<file path="config.mk">
export PLATFORM = sky130hd
export DESIGN_NAME = pdrm_ram
export DESIGN_NICKNAME = d
export VERILOG_FILES = /design/src/sv/pdrm_ram.sv
export SDC_FILE = /design/constraint.sdc
export NUM_CORES = 1
export LEC_CHECK = 0
export BUFFER_PORTS_ARGS = -buffer_cell sky130_fd_sc_hd__buf_2
export CAP_MARGIN = 30
export CELL_PAD_IN_SITES_DETAIL_PLACEMENT = 0
export CELL_PAD_IN_SITES_GLOBAL_PLACEMENT = 1
export CORE_UTILIZATION = 40
export CTS_CLUSTER_DIAMETER = 30
export DETAILED_ROUTE_END_ITERATION = 7
export PLACE_DENSITY = 0.62
export SYNTH_ARGS = -nofsm -noshare
export SYNTH_HDL_FRONTEND = slang
export SYNTH_SLANG_ARGS = --single-unit
</file>
<file path="constraint.sdc">
create_clock -name clk_i -period 2.1 [get_ports clk_i]
set_input_delay 0.315 -clock clk_i [delete_from_list [all_inputs] [get_ports clk_i]]
set_output_delay 0.315 -clock clk_i [all_outputs]
set_load 0.01 [all_outputs]
</file>
<file path="src/sv/pdrm_ram.sv">
// ----------------------------------------------------------------------------
// pdrm_ram
// generic single-port synchronous ram with registered read
// ----------------------------------------------------------------------------
`default_nettype none

module pdrm_ram #(
  parameter int unsigned Width = 8,
  parameter int unsigned Depth = 16
) (
  input  wire logic                     clk_i,
  input  wire logic                     we_i,
  input  wire logic [$clog2(Depth)-1:0] addr_i,
  input  wire logic [Width-1:0]         wdata_i,
  output logic      [Width-1:0]         rdata_o
);

  logic [Width-1:0] mem_q [Depth];

  always_ff @(posedge clk_i) begin
    if (we_i) begin
      mem_q[addr_i] <= wdata_i;
    end
    rdata_o <= mem_q[addr_i];
  end

endmodule

`default_nettype wire

</file>
== Word-level counts from Yosys, hierarchy flattened ==
Memories as Yosys holds them, arrays and structs flattened. A register that Yosys moved wholly into a read port is not among the register bits.
Index checks and enable logic that the tools add are counted.
Word-level totals
  RAM bits: 128
  input bits: 14
  register bits: 0
  memories kept: 1
  output and inout bits: 8
  logic and storage cells: 3
Memories
  mem_q: words 16, bits a word 8, read ports 1, clocked after Yosys merged registers in 1, wr ports 1, RTL line 18  | logic [Width-1:0] mem_q [Depth];
Cells by class
  muxes and demuxes: 2
Operators by type and width (count)
  $mux 1: 2

== Longest topological paths before layout ==
Gate-level depths: netlist of the first run.
  depth after elaboration: 2
  mapped depth: 5
  mapped depth without buffers: 3

== Worst setup path before layout of the first run ==
OpenSTA, ideal clock, no wires.
  path type: input -> register
  start point: input addr_i[2]
  end point: memory mem_q[0][0], enable pin
  required time: 1.717 ns
  path buffers: 0
  arrival time: 1.425 ns
  path slack: 0.292 ns
  library setup time: 0.383 ns
  stages: 2
  cells stage by stage: or3b_2 -> nor3_1
RTL lines
  start, declared: RTL line 13  | input wire logic [$clog2(Depth)-1:0] addr_i,
  end, declared: RTL line 18
No word-level cell before the write port.

==> metrics.cfg, run 1 <==
[cts]
cts_buffers=17
ctsResizeCount=0
clk_latency_ns=0.41
cts-root-buf=clkbuf_16
clkSinkCount=136
cts_tree=built
post_cts_buffers=0
clock_path_buffers=2
htreeDepth=4
ctsHoldBuffers=0
clk_pin_slew_ns=0.05

[timing]
finClkSkew_ns=0.00566
finalSetupViolCount=0
drv_slew=0
tns_ns=0
worst_slew_pin_slew_ns=0.635
slew_headroom_pct=57.6
finalCritPeriodShare_pct=68.6
min_period_ns=1.44
grt_setup_unrepaired=false
hold_violations=0
timing.fmax_mhz=694

[place]
place_hpwl_mm=6.13
portBuffers=21
dp.cells=434
gp_congestion=0.723

[grt]
grt_usage_pct=15.6
grt_first_pass_wirelength_mm=14.1
grt_use_met3_pct=4.24
grt_busiest_layer=met2
overflow=0
grt_use_met2_pct=23.3
grt_max_degree=23
grt_use_met1_pct=21.6
antenna_found_initial=1
grt_pass1_vias=2430

[power_and_ir_drop]
clkPwrFrac_pct=44.7
power_frac_seq_pct=50.5
pwr-share-comb_pct=4.7
power_density_nw_per_um2=991
switching_share_pct=19.5
internal_power_mw=4.87
p_sw_mw=1.18
p_total_mw=6.05
p_leak_nw=2.04
ir_drop_mv=0.579

[synth]
netlist_area_um2=5070
syn-instance-count=230
async_reset_ff_share_pct=0
yosysUniqueCellTypes=18
ys.flop_type=edfxtp_1
ys_ff_latch=136
avgSynthCellArea_um2=22.0
ys_seq_area_share_pct=79.0
ys.warnings.count=0
synth_edf_count=128
syn-num-nets=244

[setup_path]
arrival_ns=1.72
critPathMaxFanout=19
worstPathRequired_ns=2.38
worst-r2r-cell-count=3
cp-start-kind=primary input
ff2ff_setup_slack_ns=0.77
timing.rr.start=mem_q[11][1]
endpoint_kind=flop
rr_endpoint=rdata_o[1]
path_class=primary input to flop

[finish]
regArea_um2=4000
multi_input_area_um2=1000
drive_gt1_share_pct=36.6
layout_commonest_cell=edfxtp_1
stdcell_count=467
final_core_utilization_pct=50.1
finalNetCount=299
syn_to_final_growth_pct=20.3
fillers=1005
final_cell_mix=edfxtp_1, mux4_2, buf_4, buf_2, clkbuf_16

[outcome]
status=finished clean

[floorplan]
die_x_um=115
start_util_pct=41.7
pin_count=22
num_rows=40
die_area_um2=13100
die_h_um=115
coreArea_um2=12200

[worst_hold_path]
holdPathStages=1
min_from=wdata_i[0]
min_to=mem_q[12][0]
hold_path.class=primary input to flop

[drt]
drt_wl_total_mm=9.15
dr.pass1.iters=4
ant_nets=0
via_per_inst=4.96
vias=2315
wl_per_cell_um=19.6
drt_iter0_drc=130
drc=0

[run]
drv_cap=0

## routing by layer
layer	routed length [um]	share of wire, %
met5	0	0
met1	4280	47
met3	382	4.2
met2	4280	47
met4	208	2.3
## critical path: stages
cell	delay [ns]
buf_2	0.25
buf_12	0.24
mux4_2	0.52
a22oi_1	0.30
nand2_1	0.09
## through the flow
stage               hold slack (ns)  area (um2)  setup WS [ns]
floorplan                     0.414        5070          0.292
global placement              0.655        5540          0.222
detailed placement            0.657        5540          0.204
CTS                           0.281        6100          0.634
global route                  0.294        6100          0.590
finish                        0.293        6100          0.660
## cell usage after synthesis, types with 4 or more instances
cell / count / area (um2)
edfxtp_1: 128 / 3840
nor2_1: 13 / 48.8
nor3_1: 4 / 20.0
buf_1: 4 / 15.0
mux4_2: 32 / 721
nand2_1: 9 / 33.8
a22oi_1: 16 / 120
dfxtp_1: 8 / 160
## worst max path at each step
stage | startpoint | endpoint | cells after the start
4_1_cts | addr_i[0] | rdata_o[1] | 5
3_3_place_gp | addr_i[0] | rdata_o[1] | 5
2_1_floorplan | addr_i[2] | mem_q[0][0] | 2
3_5_place_dp | addr_i[0] | rdata_o[1] | 5
5_1_grt | addr_i[0] | rdata_o[1] | 5
6_report | addr_i[0] | rdata_o[1] | 5
## final cells by class
| class | count | share of cell area [%] |
|---|---|---|
| flip-flops and latches | 136 | 65.7 |
| multi-input cells | 83 | 16.5 |
| clock buffers | 23 | 7.84 |
| repair buffers | 47 | 5.33 |
| well taps | 168 | 3.45 |
| clock inverters | 9 | 1.23 |
| diodes | 1 | 0.0410 |
## flip-flops by register name, summed over array words and instances (netlist names)
signal and count:
rdata_o 8, mem_q 128
## power groups by stage
stage / clock [mW] / sequential, mW / combinational (mW)
global placement: 0 / 3.11 / 0.290
CTS: 2.76 / 3.06 / 0.293
floorplan: 0 / 3.11 / 0.156
detailed placement: 0 / 3.11 / 0.293
global route: 2.89 / 3.06 / 0.316
finish: 2.70 / 3.05 / 0.286
## cell families after synthesis
family                 after synthesis  synth area share [%]
buffers and inverters               11                  1.19
DFF                                136                  79.0
muxes                               32                  14.2
and+or+nand+nor                     35                  3.21
AOI/OAI and AO/OA                   16                  2.37
No activity file was read; power rests on OpenSTA's default activity.
==> run 2: changes to the inputs <==
==> constraint.sdc (replaced) <==
create_clock -name clk_i -period 1.42 [get_ports clk_i]
set_input_delay 0.213 -clock clk_i [delete_from_list [all_inputs] [get_ports clk_i]]
set_output_delay 0.213 -clock clk_i [all_outputs]
set_load 0.01 [all_outputs]
==> run 2 against run 1 <==
  * Highest routed layer unchanged
  * Sequential share of layout area shrank 3.1 points
  * Largest cell class unchanged
  * Via count grew 4.1%
  * Clock skew grew 0.00081 ns
==> metrics.cfg, run 2 (synthesized netlist as in run 1, its figures left out) <==
[outcome]
status=finished clean

[timing]
timing.fmax_mhz=744
min_period_ns=1.34
finalSetupViolCount=0  ; unchanged
hold_violations=0  ; unchanged
drv_slew=0  ; unchanged
hold_slack_ns=0.183  ; -0.109 ns
grt_setup_unrepaired=false
finClkSkew_ns=0.00647  ; +0.000810 ns
worst_slew_pin_slew_ns=0.711  ; +0.0759 ns
finalCritPeriodShare_pct=94.6
slew_headroom_pct=52.5  ; -5.1 points
fin_ws_ns=0.0761  ; -0.584 ns

[run]
drv_cap=0  ; unchanged

[power_and_ir_drop]
p_total_mw=9.60  ; +59%
ir_drop_mv=1.40  ; +140%
power_density_nw_per_um2=1500  ; +51%
p_leak_nw=2.15  ; +5.5%

[place]
gp_congestion=0.713  ; -1.5%
portBuffers=21  ; unchanged
pre_cts_ws_ns=-0.316  ; -0.520 ns
place_hpwl_mm=6.71  ; +9.3%

[grt]
grt_pass1_vias=2525  ; +3.9%
grt_first_pass_wirelength_mm=15.6  ; +11%
overflow=0  ; unchanged
grt_max_degree=17  ; -26%
grt_usage_pct=17.3  ; +1.7 points
antenna_found_initial=0  ; -1

[finish]
fillers=979  ; -2.6%
largest_reg_flops=128  ; unchanged
top_register=mem_q
final_core_utilization_pct=52.7  ; +2.5 points
layout_commonest_cell=edfxtp_1
finalNetCount=310  ; +3.7%
syn_to_final_growth_pct=26.4
final_cell_mix=edfxtp_1, mux4_2, buf_4, buf_2, clkbuf_16
diodes=0  ; -1
drive_gt1_share_pct=44.3  ; +7.8 points
reg_top3=mem_q (128), rdata_o (8)

[setup_path]
worstPathRequired_ns=1.71  ; -0.67 ns
critPathMaxFanout=1  ; -18
arrival_ns=1.63  ; -0.09 ns
timing.rr.start=mem_q[8][4]
critPathMaxStageDelay_ns=0.46  ; -0.06 ns
ff2ff_setup_slack_ns=0.08  ; -0.69 ns
rr_endpoint=rdata_o[4]
path_class=flop to flop
path_cells=mux4_2 -> a22oi_1 -> nand2_1
worst-r2r-cell-count=3  ; unchanged
endpoint_kind=flop
cp-start-kind=flop
cp_slowest_cell=mux4_2

[cts]
cts-root-buf=clkbuf_16
cts_buffers=17  ; unchanged
ctsResizeCount=0  ; unchanged
htreeDepth=4  ; unchanged
clk_pin_slew_ns=0.06  ; about the same
ctsHoldBuffers=0  ; unchanged
post_cts_buffers=0  ; unchanged
clock_path_buffers=2  ; unchanged
clkSinkCount=136  ; unchanged
clk_latency_ns=0.41  ; about the same
cts_tree=built

[floorplan]
pin_count=22  ; unchanged
num_rows=40  ; unchanged
coreArea_um2=12200  ; unchanged
die_h_um=115  ; unchanged
start_util_pct=41.7  ; unchanged
die_area_um2=13100  ; unchanged
die_x_um=115  ; unchanged

[drt]
drt_wl_total_mm=10.2  ; +11%
drc=0  ; unchanged
dr.pass1.iters=4  ; unchanged
drt_iter0_drc=210  ; +62%
ant_nets=0  ; unchanged
wl_per_cell_um=21.3  ; +8.6%
vias=2410  ; +4.1%
via_per_inst=5.05  ; +1.9%

[worst_hold_path]
min_from=wdata_i[7]
min_to=mem_q[10][7]
hold_path.class=primary input to flop
holdPathStages=1  ; unchanged

## run 2: cell count changes in the layout (fill, tap and decap cells not counted), sizes merged
cell / delta
diode: -1
inv: +5
clkinvlp: -1
clkbuf: -5
clkinv: -2
bufinv: +3
buf: +11
## run 2: per-stage QoR
step           instances  TNS (ns)  instance area (um2)
6_report             477         0                 6400
5_1_grt              477         0                 6400
4_1_cts              477         0                 6400
3_5_place_dp         445     -8.01                 5780
3_3_place_gp         445     -7.82                 5780
2_1_floorplan        230     -1.65                 5120
## run 2: per-layer routing
layer  share of wire [%]  global-route usage (%)  up-vias
li1                    -                       -     1091
met1                  47                    24.1     1237
met2                  47                    26.3       71
met3                 4.9                    5.45       11
met4                 1.3                    5.37        0
met5                   0                       0        -
## run 2: area by class of cell
| type | instances | area, um2 | share of cell area, % |
|---|---|---|---|
| Timing Repair Buffer | 58 | 508 | 7.93 |
| Multi-Input combinational cell | 83 | 1060 | 16.5 |
| Sequential cell | 136 | 4000 | 62.5 |
| Clock buffer | 18 | 429 | 6.70 |
| Clock inverter | 14 | 194 | 3.03 |
| Tap cell | 168 | 210 | 3.28 |
## run 2: worst max-delay path by stage
stage                        endpoint   startpoint  cells after the start  slack, ns
after CTS                  rdata_o[4]  mem_q[8][4]                      3       0.04
after floorplan           mem_q[0][0]    addr_i[2]                      2      -0.07
final                      rdata_o[4]  mem_q[8][4]                      3       0.08
after global placement     rdata_o[4]    addr_i[0]                      5      -0.31
after detailed placement   rdata_o[4]    addr_i[0]                      5      -0.32
after global routing       rdata_o[2]  mem_q[3][2]                      3       0.01
## run 2: worst max-delay path: cells and delay by family, from the launching register on
| family | cells | cell delay (ns) |
|---|---|---|
| compound gates | 1 | 0.30 |
| simple gates | 1 | 0.10 |
| mux | 1 | 0.46 |
| flops | 1 | 0.36 |
## run 2: power breakdown
part           total [mW]  switching [mW]  internal [mW]
Combinational       0.480           0.264          0.217
Clock                4.61            1.65           2.96
Sequential           4.52          0.0283           4.49
